$ cat config.mk
export PLATFORM = sky130hd
export DESIGN_NAME = lsd_radix_sort_engine_top
export DESIGN_NICKNAME = d
export VERILOG_FILES = /design/src/design/lrs_pkg.sv /design/src/design/lsd_radix_sort_engine_top.sv /design/src/design/lrs_ram.sv
export SDC_FILE = /design/constraint.sdc
export NUM_CORES = 2
export LEC_CHECK = 0
export BUFFER_PORTS_ARGS = -buffer_cell sky130_fd_sc_hd__buf_2
export CORE_ASPECT_RATIO = 1.25
export CORE_MARGIN = 4
export CORE_UTILIZATION = 40
export CTS_CLUSTER_DIAMETER = 40
export DETAILED_ROUTE_END_ITERATION = 10
export GPL_TIMING_DRIVEN = 0
export PLACE_DENSITY = 0.57
export SYNTH_ARGS = -nofsm -noshare
export SYNTH_HDL_FRONTEND = slang
export SYNTH_MEMORY_MAX_BITS = 65536
export SYNTH_SLANG_ARGS = --single-unit
$ cat constraint.sdc
create_clock -name aclk -period 4.71 [get_ports aclk]
set_clock_uncertainty 0.2 [all_clocks]
set_input_delay 0.471 -clock aclk [delete_from_list [all_inputs] [get_ports aclk]]
set_output_delay 0.471 -clock aclk [all_outputs]
set_load 0.005 [all_outputs]
$ cat src/design/lrs_pkg.sv
`timescale 1ns / 1ps
// ----------------------------------------------------------------------------
// lrs_pkg: shared definitions of the LSD radix sort engine
// Key port width and the default sizing of the sort engine.
// ----------------------------------------------------------------------------
package lrs_pkg;

    // Width of a key on both channels
    localparam int KEY_W = 32;

    // Default sizing of the engine
    localparam int LRS_MAX_KEYS   = 64;
    localparam int LRS_DIGIT_BITS = 4;
    localparam int LRS_KEY_BITS   = 32;

endpackage

$ cat src/design/lsd_radix_sort_engine_top.sv
`timescale 1ns / 1ps
// ----------------------------------------------------------------------------
// lsd_radix_sort_engine_top: LSD radix sort engine
// Collects a set of keys, sorts them with a stable LSD radix sort and
// streams them back in ascending order.
// ----------------------------------------------------------------------------
//  channel | ports                                 | direction | request
//  --------+---------------------------------------+-----------+-----------------
//  input   | s_valid s_ready s_key_in s_last_in    | in        | one key to load
//  result  | m_valid m_ready m_key_out m_last_out  | out       | one sorted key
//
//  Loading accepts one key per cycle while s_valid is high. A request with
//  s_last_in starts the sort: each of ceil(KEY_BITS/DIGIT_BITS) passes runs
//  the single bin RAM read-increment-write unit through clear, count, prefix
//  sum and scatter. Each sorted key is then read, loaded into the output
//  register and held until m_ready takes it. s_ready is low from the last
//  key until the final sorted key is taken. Reset is synchronous on aresetn;
//  no clearing pass is needed.
// ----------------------------------------------------------------------------
module lsd_radix_sort_engine_top
    import lrs_pkg::*;
#(
    parameter int MAX_KEYS   = LRS_MAX_KEYS,
    parameter int DIGIT_BITS = LRS_DIGIT_BITS,
    parameter int KEY_BITS   = LRS_KEY_BITS
) (
    input  logic             aclk,
    input  logic             aresetn,
    input  logic             s_valid,
    output logic             s_ready,
    input  logic [KEY_W-1:0] s_key_in,
    input  logic             s_last_in,
    output logic             m_valid,
    input  logic             m_ready,
    output logic [KEY_W-1:0] m_key_out,
    output logic             m_last_out
);

    localparam int NB = 1 << DIGIT_BITS;
    localparam int AW = $clog2(MAX_KEYS);
    localparam int NW = $clog2(MAX_KEYS + 1);
    localparam int BW = DIGIT_BITS + 1;
    localparam int IW = (NW > BW) ? NW : BW;
    localparam int SW = $clog2(KEY_BITS + DIGIT_BITS + 1);

    localparam logic [NW-1:0] MAXK    = NW'(MAX_KEYS);
    localparam logic [IW-1:0] NB_CNT  = IW'(NB);
    localparam logic [IW-1:0] NB_LAST = IW'(NB - 1);
    localparam logic [SW-1:0] DSTEP   = SW'(DIGIT_BITS);
    localparam logic [SW-1:0] KLIM    = SW'(KEY_BITS);

    typedef enum logic [3:0] {
        ST_LOAD,
        ST_CLEAR,
        ST_COUNT,
        ST_PREFIX,
        ST_SCATTER,
        ST_NEXT,
        ST_EMIT_RD,
        ST_EMIT_LD,
        ST_EMIT_WAIT
    } state_t;

    state_t                state_reg;
    logic [IW-1:0]         idx_reg;
    logic [NW-1:0]         count_reg;
    logic [SW-1:0]         shift_reg;
    logic                  src_b_reg;
    logic                  p1_reg;
    logic                  p2_reg;
    logic [DIGIT_BITS-1:0] d2_reg;
    logic [KEY_W-1:0]      key2_reg;
    logic                  fwd_valid_reg;
    logic [DIGIT_BITS-1:0] fwd_addr_reg;
    logic [NW-1:0]         fwd_data_reg;
    logic [NW-1:0]         run_reg;
    logic                  m_valid_reg;
    logic [KEY_W-1:0]      m_key_reg;
    logic                  m_last_reg;

    logic [IW-1:0]         cnt_ext;
    logic [KEY_W-1:0]      rdata_a;
    logic [KEY_W-1:0]      rdata_b;
    logic [KEY_W-1:0]      src_key;
    logic [KEY_W-1:0]      key_shifted;
    logic [SW-1:0]         bits_left;
    logic [DIGIT_BITS-1:0] ones;
    logic [DIGIT_BITS-1:0] digit_mask;
    logic [DIGIT_BITS-1:0] digit1;
    logic [NW-1:0]         bin_rdata;
    logic [NW-1:0]         bin_cur;
    logic [NW-1:0]         bin_inc;
    logic                  bin_we;
    logic [DIGIT_BITS-1:0] bin_waddr;
    logic [NW-1:0]         bin_wdata;
    logic [DIGIT_BITS-1:0] bin_raddr;
    logic                  a_we;
    logic [AW-1:0]         a_waddr;
    logic [KEY_W-1:0]      a_wdata;
    logic                  b_we;
    logic                  load_fire;

    assign cnt_ext   = IW'(count_reg);
    assign load_fire = s_valid && (state_reg == ST_LOAD);

    // source store of the current pass
    assign src_key = src_b_reg ? rdata_b : rdata_a;

    // digit of the current pass, narrowed on a short last digit
    assign key_shifted = src_key >> shift_reg;
    assign bits_left   = KLIM - shift_reg;
    assign ones        = '1;
    assign digit_mask  = (bits_left >= DSTEP) ? ones : ~(ones << bits_left);
    assign digit1      = key_shifted[DIGIT_BITS-1:0] & digit_mask;

    // bin read value, bypassing the write still landing in the RAM
    assign bin_cur = (fwd_valid_reg && (fwd_addr_reg == d2_reg)) ? fwd_data_reg : bin_rdata;
    assign bin_inc = bin_cur + NW'(1);

    // bin RAM port control
    always_comb begin
        bin_we    = 1'b0;
        bin_waddr = d2_reg;
        bin_wdata = bin_inc;
        bin_raddr = digit1;
        unique case (state_reg)
            ST_CLEAR: begin
                bin_we    = 1'b1;
                bin_waddr = idx_reg[DIGIT_BITS-1:0];
                bin_wdata = '0;
            end
            ST_PREFIX: begin
                bin_we    = p1_reg;
                bin_wdata = run_reg;
                bin_raddr = idx_reg[DIGIT_BITS-1:0];
            end
            ST_COUNT, ST_SCATTER: begin
                bin_we = p2_reg;
            end
            default: begin
                bin_we = 1'b0;
            end
        endcase
    end

    // key store ports: load and scatter write, reads follow the index
    assign a_we    = (load_fire && (count_reg < MAXK))
                     || ((state_reg == ST_SCATTER) && p2_reg && src_b_reg);
    assign a_waddr = (state_reg == ST_LOAD) ? count_reg[AW-1:0] : bin_cur[AW-1:0];
    assign a_wdata = (state_reg == ST_LOAD) ? s_key_in : key2_reg;
    assign b_we    = (state_reg == ST_SCATTER) && p2_reg && !src_b_reg;

    lrs_ram #(
        .WIDTH (KEY_W),
        .DEPTH (MAX_KEYS)
    ) u_store_a (
        .aclk  (aclk),
        .we    (a_we),
        .waddr (a_waddr),
        .wdata (a_wdata),
        .raddr (idx_reg[AW-1:0]),
        .rdata (rdata_a)
    );

    lrs_ram #(
        .WIDTH (KEY_W),
        .DEPTH (MAX_KEYS)
    ) u_store_b (
        .aclk  (aclk),
        .we    (b_we),
        .waddr (bin_cur[AW-1:0]),
        .wdata (key2_reg),
        .raddr (idx_reg[AW-1:0]),
        .rdata (rdata_b)
    );

    lrs_ram #(
        .WIDTH (NW),
        .DEPTH (NB)
    ) u_bins (
        .aclk  (aclk),
        .we    (bin_we),
        .waddr (bin_waddr),
        .wdata (bin_wdata),
        .raddr (bin_raddr),
        .rdata (bin_rdata)
    );

    // sequencer
    always_ff @(posedge aclk) begin
        if (!aresetn) begin
            state_reg     <= ST_LOAD;
            idx_reg       <= '0;
            count_reg     <= '0;
            shift_reg     <= '0;
            src_b_reg     <= 1'b0;
            p1_reg        <= 1'b0;
            p2_reg        <= 1'b0;
            fwd_valid_reg <= 1'b0;
            m_valid_reg   <= 1'b0;
        end else begin
            p2_reg        <= 1'b0;
            fwd_valid_reg <= 1'b0;
            unique case (state_reg)
                ST_LOAD: begin
                    if (s_valid) begin
                        if (count_reg < MAXK) begin
                            count_reg <= count_reg + NW'(1);
                        end
                        if (s_last_in) begin
                            state_reg <= ST_CLEAR;
                            idx_reg   <= '0;
                            shift_reg <= '0;
                            src_b_reg <= 1'b0;
                        end
                    end
                end
                ST_CLEAR: begin
                    idx_reg <= idx_reg + IW'(1);
                    if (idx_reg == NB_LAST) begin
                        state_reg <= ST_COUNT;
                        idx_reg   <= '0;
                    end
                end
                ST_COUNT, ST_SCATTER: begin
                    // stage 1: key read back, bin read issued; stage 2: bin read back, bin write
                    p1_reg        <= (idx_reg < cnt_ext);
                    p2_reg        <= p1_reg;
                    d2_reg        <= digit1;
                    key2_reg      <= src_key;
                    fwd_valid_reg <= p2_reg;
                    fwd_addr_reg  <= d2_reg;
                    fwd_data_reg  <= bin_inc;
                    if (idx_reg < cnt_ext) begin
                        idx_reg <= idx_reg + IW'(1);
                    end
                    if ((idx_reg == cnt_ext) && !p1_reg && !p2_reg) begin
                        idx_reg <= '0;
                        run_reg <= '0;
                        if (state_reg == ST_COUNT) begin
                            state_reg <= ST_PREFIX;
                        end else begin
                            state_reg <= ST_NEXT;
                        end
                    end
                end
                ST_PREFIX: begin
                    // exclusive prefix sum, counts become start offsets
                    p1_reg <= (idx_reg < NB_CNT);
                    d2_reg <= idx_reg[DIGIT_BITS-1:0];
                    if (idx_reg < NB_CNT) begin
                        idx_reg <= idx_reg + IW'(1);
                    end
                    if (p1_reg) begin
                        run_reg <= run_reg + bin_rdata;
                    end
                    if ((idx_reg == NB_CNT) && !p1_reg) begin
                        state_reg <= ST_SCATTER;
                        idx_reg   <= '0;
                    end
                end
                ST_NEXT: begin
                    src_b_reg <= !src_b_reg;
                    idx_reg   <= '0;
                    if ((shift_reg + DSTEP) >= KLIM) begin
                        state_reg <= ST_EMIT_RD;
                    end else begin
                        shift_reg <= shift_reg + DSTEP;
                        state_reg <= ST_CLEAR;
                    end
                end
                ST_EMIT_RD: begin
                    idx_reg   <= idx_reg + IW'(1);
                    state_reg <= ST_EMIT_LD;
                end
                ST_EMIT_LD: begin
                    m_valid_reg <= 1'b1;
                    m_key_reg   <= src_key;
                    m_last_reg  <= (idx_reg == cnt_ext);
                    state_reg   <= ST_EMIT_WAIT;
                end
                ST_EMIT_WAIT: begin
                    if (m_ready) begin
                        m_valid_reg <= 1'b0;
                        if (m_last_reg) begin
                            count_reg <= '0;
                            state_reg <= ST_LOAD;
                        end else begin
                            idx_reg   <= idx_reg + IW'(1);
                            state_reg <= ST_EMIT_LD;
                        end
                    end
                end
                default: begin
                    state_reg <= ST_LOAD;
                end
            endcase
        end
    end

    assign s_ready    = (state_reg == ST_LOAD);
    assign m_valid    = m_valid_reg;
    assign m_key_out  = m_key_reg;
    assign m_last_out = m_last_reg;

`ifndef SYNTHESIS
    // loading and result delivery never overlap
    a_no_overlap: assert property (@(posedge aclk) disable iff (!aresetn)
        s_ready |-> !m_valid)
        else $error("input ready while a sorted key is pending");

    // a last key closes the load window
    a_last_closes: assert property (@(posedge aclk) disable iff (!aresetn)
        (s_valid && s_ready && s_last_in) |=> !s_ready)
        else $error("input still ready after the last key");

    // taking the final sorted key reopens loading
    a_reopen: assert property (@(posedge aclk) disable iff (!aresetn)
        (m_valid && m_ready && m_last_out) |=> s_ready)
        else $error("load not reopened after the final key");

    // key count never passes the store depth
    a_count_bound: assert property (@(posedge aclk) disable iff (!aresetn)
        count_reg <= MAXK)
        else $error("key count beyond store depth");
`endif

endmodule

$ cat src/design/lrs_ram.sv
`timescale 1ns / 1ps
// ----------------------------------------------------------------------------
// lrs_ram: generic simple dual-port RAM
// One write port and one read port, read data registered.
// ----------------------------------------------------------------------------
module lrs_ram #(
    parameter int WIDTH = 32,
    parameter int DEPTH = 64
) (
    input  logic                     aclk,
    input  logic                     we,
    input  logic [$clog2(DEPTH)-1:0] waddr,
    input  logic [WIDTH-1:0]         wdata,
    input  logic [$clog2(DEPTH)-1:0] raddr,
    output logic [WIDTH-1:0]         rdata
);

    logic [WIDTH-1:0] mem [DEPTH];

    // write port
    always_ff @(posedge aclk) begin
        if (we) begin
            mem[waddr] <= wdata;
        end
    end

    // registered read, returns the old word on a same-cycle write
    always_ff @(posedge aclk) begin
        rdata <= mem[raddr];
    end

endmodule

## After elaboration in Yosys (flattened, before gate mapping)

Memory sizes are Yosys's and may differ from the RTL's. A register that Yosys moved wholly into a read port is not among the register bits.
Index checks and enable logic that the tools add are counted.

- Flip-flop bits (word level): 116
- RAM bits: 4208
- Input bits: 37
- Output and inout bits: 35
- Logic and storage cells: 143
- Memories: 3

Memory list:

| name | depth | bits a word | read ports | clocked after Yosys merged registers in | write ports | line | text |
|---|---|---|---|---|---|---|---|
| u_store_a.mem | 64 | 32 | 1 | 1 | 1 | lrs_ram.sv:18 | `logic [WIDTH-1:0] mem [DEPTH];` |
| u_store_b.mem | 64 | 32 | 1 | 1 | 1 | lrs_ram.sv:18 |  |
| u_bins.mem | 16 | 7 | 1 | 1 | 1 | lrs_ram.sv:18 |  |

- Add/subtract/negate cells: 6
- Order comparisons: 5
- Equal/unequal tests: 25
- Shifts and indexed selects: 2
- Multiplexer cells: 54
- Bitwise logic cells: 2
- Reduce and logical (&&, ||, !) cells: 30

Operators with widths:

| kind | number |
|---|---|
| 7-bit 2-to-1 mux | 16 |
| 32-bit 2-to-1 mux | 2 |
| 7-bit case mux with 7 select lines | 1 |
| 7-bit case mux with 2 select lines | 3 |
| 4-bit 2-to-1 mux | 9 |
| 4-bit case mux with 8 select lines | 1 |
| 32-bit by 6-bit >> shifter with 4-bit output | 1 |
| 6-bit 2-to-1 mux | 4 |
| 7-bit by 1-bit adder with 7-bit output (second input constant) | 3 |
| 2-bit != test (second input constant) | 9 |
| 4-bit by 3-bit equality test with 1-bit output (second input constant) | 4 |
| 6-bit case mux with 2 select lines | 1 |
| 1-bit logical AND | 9 |
| 1-bit 2-to-1 mux | 9 |
| 3-bit 2-to-1 mux | 3 |
| 4-bit by 2-bit equality test with 1-bit output (second input constant) | 2 |
| 4-bit case mux with 2 select lines | 1 |
| 2-bit AND reduction | 4 |
| 4-bit AND reduction | 2 |
| 2-bit nonzero test | 4 |
| 7-bit adder | 1 |
| 7-bit by 4-bit equality test with 1-bit output (second input constant) | 1 |
| 7-bit by 5-bit equality test with 1-bit output (second input constant) | 1 |
| 7-bit equality test | 1 |
| 26 further kinds | 32 |

## Depth between registers and ports, before layout

- Depth in word-level cells: 6
- Mapped depth: 14
- Mapped depth without buffers: 10

## Modules after synthesis

Synthesis repeated with hierarchy kept, for this count alone.

- Cell total of the unflattened synthesis: 7493
- Area total of the unflattened synthesis: 167921.0 µm²

By module, submodules not included:

| module | instances | cells an instance | area an instance (µm²) | sequential area each (µm²) |
|---|---|---|---|---|
| lrs_ram (u_store_a ...) | 2 | 3324 | 78515.3 | 62139.6 |
| lsd_radix_sort_engine_top | 1 | 642 | 6359.8 | 3153.0 |
| lrs_ram (u_bins) | 1 | 203 | 4530.6 | 3503.4 |

## Worst setup path before layout

No wires, ideal clock.

- Path type: register to register
- Start: reg d2_reg[0]
- End: mem u_store_b.mem[0][0], enable pin
- Setup time: 461 ps
- Arrival time: 4372 ps
- Required time: 4049 ps
- Setup slack: -323 ps
- Stages on the path, launching flop included: 9
- Path buffers: 1
- Clock period less this slack: 5033 ps
- Cells stage by stage: edfxtp_1 -> xnor2_1 -> nand3_1 -> nor2_2 -> mux2i_1 -> nand2_1 -> or2_2 -> clkbuf_1 -> nor3_1

- Word-level cells in the longest chain between the ends: 3

Ends and longest elaborated chain:

| what | line | text |
|---|---|---|
| start: declaration | lsd_radix_sort_engine_top.sv:71 | `logic [DIGIT_BITS-1:0] d2_reg;` |
| start signal: assignment | lsd_radix_sort_engine_top.sv:229 | `d2_reg <= digit1;` |
| start signal: assignment | lsd_radix_sort_engine_top.sv:250 | `d2_reg <= idx_reg[DIGIT_BITS-1:0];` |
| 4-bit equality test | lsd_radix_sort_engine_top.sv:117 | `assign bin_cur = (fwd_valid_reg && (fwd_addr_reg == d2_reg)) ? fwd_data_reg : bin_rdata;` |
| 1-bit logical AND | lsd_radix_sort_engine_top.sv:117 |  |
| 7-bit 2-to-1 mux | lsd_radix_sort_engine_top.sv:117 |  |
| end: declaration | lrs_ram.sv:18 |  |

Every way passes these cells.

==> summary.md <==
| Metric | Value |
|---|---|
| Violated checks | `design-rule violations, max-capacitance violations, max-slew violations, negative setup slack` |
| Pin count of the biggest net entering global routing | `54` |
| Slew HR | `-0.558%` |
| Yosys top cell area share | `76.8%` |
| Most common cell in the netlist | `edfxtp_1` |
| Hold slack final | `0.0930 ns` |
| Largest area contributor in the synthesized netlist | `edfxtp_1` |
| Actual slew at the worst max-slew pin | `1.51 ns` |
| Cell Pwr Density | `588 nW/um2` |
| Initial drt markers | `9,947` |
| Max cap viols | `1` |
| Reg2reg setup slack | `-0.23 ns` |
| Fmax | `0.202 GHz` |
| RSZ-0062 raised after global routing | `true` |
| Final worst-path cycle share | `105%` |
| Fin crit period | `4.94 ns` |
| Drt total wl | `492,000 um` |
| Worst Setup Start Kind | `register` |
| Max VDD drop | `0.446 mV` |
| Total core area | `416,000 um2` |
| CTS tree | `yes` |
| Total Power | `118 mW` |
| Clk root buf | `clkbuf_16` |
| Synthesized net count | `6,975` |
| Final WS setup | `-0.232 ns` |
| Nets | `8,015` |
| Syn_area_per_cell | `24.2 um2` |
| Ys flop type | `edfxtp_1` |
| Leakage | `62.2 nW` |
| Worst path required time | `5.35 ns` |
| Worst Hold Class | `input port to register` |
| DRC Markers | `3` |
| Number of flops mapped to enable cells by yosys | `4,277` |
| First-pass GRT wire length | `673,000 um` |
| Ys async rst share | `0%` |
| Clock Path Buffers | `4` |
| Clock sinks | `4,374` |
| Most instantiated cells after synthesis | `edfxtp_1, mux4_2, clkbuf_1` |
| Clock Latency Late Sink | `1.02 ns` |
| Synthesis Warnings | `0` |
| Syn Std Cell Area | `167,000 um2` |
| Status | `finished with violations` |
| GP Congestion | `0.937` |
| Starting Density | `40.2%` |
| Synthesized netlist cell count | `6,917` |
| I/O Buffers | `70` |
| I/O pin cnt | `72` |
| Antenna-violating nets left | `0` |
| Layout cell share with drive strength beyond 1 | `36.6%` |
| GRT Overall Usage | `22.8%` |
| Drt pass-1 iters | `9` |
| Max Slew Vio Count | `8` |
| HPWL after detailed placement | `343,000 um` |
| Mean number of vias per cell | `5.83` |
| Crit path DAT | `5.58 ns` |
| Vias in the first global route | `82,800` |
| Antenna violations before repair | `52` |
| Unique cell type count in the Yosys netlist | `66` |
| Critical path class | `register to register` |
| H-tree depth | `6` |
| Rows | `265` |
| Sequential share of the synthesized area | `78.0%` |
| Crit. End Element | `register` |
| Largest fanout on the critical path | `10` |
| Clock transition at the registers of the reported paths | `0.06 ns` |
| Overflow after GRT | `0` |
| Final hold vios | `0` |
| Vias | `81,000` |
| Final setup vio count | `116` |
| Die area | `429,000 um2` |
| Synthesis-to-layout area growth | `20.2%` |
| Synthesized flop and latch total | `4,374` |
| Biggest regs | `u_store_a.mem (2048), u_store_b.mem (2048), u_bins.mem (96)` |
| CTS buffer count | `529` |
| Die height | `731 um` |
| DIE WIDTH | `586 um` |
| Routed WL per cell | `35.4 um` |
| Area contributors post-synth | `edfxtp_1, mux4_2, dfxtp_1, clkbuf_1, nor2_1` |
-- routing by layer --
metal	routed length (um)	track usage, %	part of all wire (%)
met5	73	0	0.015
met1	175000	27.9	36
met2	250000	38.6	51
met4	28500	11.5	5.8
met3	38700	4.53	7.9
-- kinds of logic (layout without fill, tap and decap cells) --
kind of cell | Yosys count | count (layout) | synth area share [%]
AOI/OAI and AO/OA | 181 | 181 | 0.763
other | 0 | 39 | 0
adders and majority gates | 21 | 21 | 0.162
buffers and inverters | 407 | 1866 | 0.982
DFF | 4374 | 4374 | 78.0
and+or+nand+nor | 484 | 484 | 1.30
xor gates and xnor gates | 18 | 18 | 0.0943
muxes | 1432 | 1432 | 18.7
-- layout make-up --
cell class              instances  area [um2]
flip-flops and latches       4374      130000
repair buffers                513        7940
inverters                      41         154
well taps                    5473        6850
clock buffers                 592       13900
diodes                         39        97.6
multi-input cells            2136       36400
plain buffers                 362        1590
clock inverters               358        3740
fillers                     33200      215000
-- per-stage QoR --
step / worst slack, ns / area (um2) / cells / util [%] / TNS [ns]
after floorplan: -0.323 / 167000 / 6917 / - / -62.02
after global placement: -4.39 / 174000 / 12500 / 41.9 / -
after detailed placement: -1.40 / 181000 / 12700 / 43.5 / -1346.68
after CTS: -0.193 / 200000 / 13800 / 48.0 / -18.32
after global routing: -0.294 / 201000 / 13900 / 48.3 / -78.27
final: -0.232 / 201000 / 13900 / 48.3 / -5.53
-- power breakdown --
part	internal, mW	switching, mW	leakage, nW
clock network	24.3	16.4	8.51
logic	10.7	18.0	14.4
registers	48.0	0.817	39.3
-- path summary, 6_finish.rpt --
| check | endpoint | cells past startpoint | startpoint |
|---|---|---|---|
| setup / recovery | u_store_a.rdata[29] | 7 | idx_reg[1] |
| hold / removal | u_store_a.mem[30][11] | 3 | s_key_in[11] |
| setup reg to reg | u_store_a.rdata[29] | 7 | idx_reg[1] |
| hold reg to reg | fwd_valid_reg | 1 | p2_reg |
-- worst max-delay path, cell delays in order, from the launching register on --
cell      delay (ns)
dfxtp_1         0.64
clkbuf_1        0.25
clkbuf_1        0.43
clkbuf_4        0.59
buf_1           0.96
mux4_2          0.42
mux4_2          0.61
mux4_2          0.64
-- cell usage in the layout, fill, tap and decap left out, drive strengths merged, types with 5 or more instances in the layout --
master       Yosys  routed
and3             8       8
nand2          167     167
o211ai           9       9
edfxtp        4277    4277
nand4            5       5
a21o            16      16
a311o           12      12
mux2            48      48
o21ai           48      48
o31ai            6       6
clkbuf         226     819
o2111ai          6       6
and2            12      12
diode            0      39
or3              6       6
nor2b           15      15
or4              5       5
clkinv           1     186
dlygate4sd3      0      31
o211a           14      14
nor2           177     177
inv             40     109
nor3b            7       7
xnor2           14      14
dfxtp           97      97
clkinvlp         0      51
mux2i           31      31
ha              20      20
o21a             6       6
a21oi           25      25
buf            140     613
nor3            28      28
nand3           26      26
or2             11      11
bufinv           0      53
mux4          1353    1353
a221o            6       6
a31oi           11      11
-- timing repair --
item	CTS	global route
endpoints found under the setup margin	3247	2390
buffers inserted	46	88
pin swaps	19	48
endpoints found under the hold margin	416	52
resized for setup	48	19
hold buffers	29	2
Power figures use the tool's default switching activity.
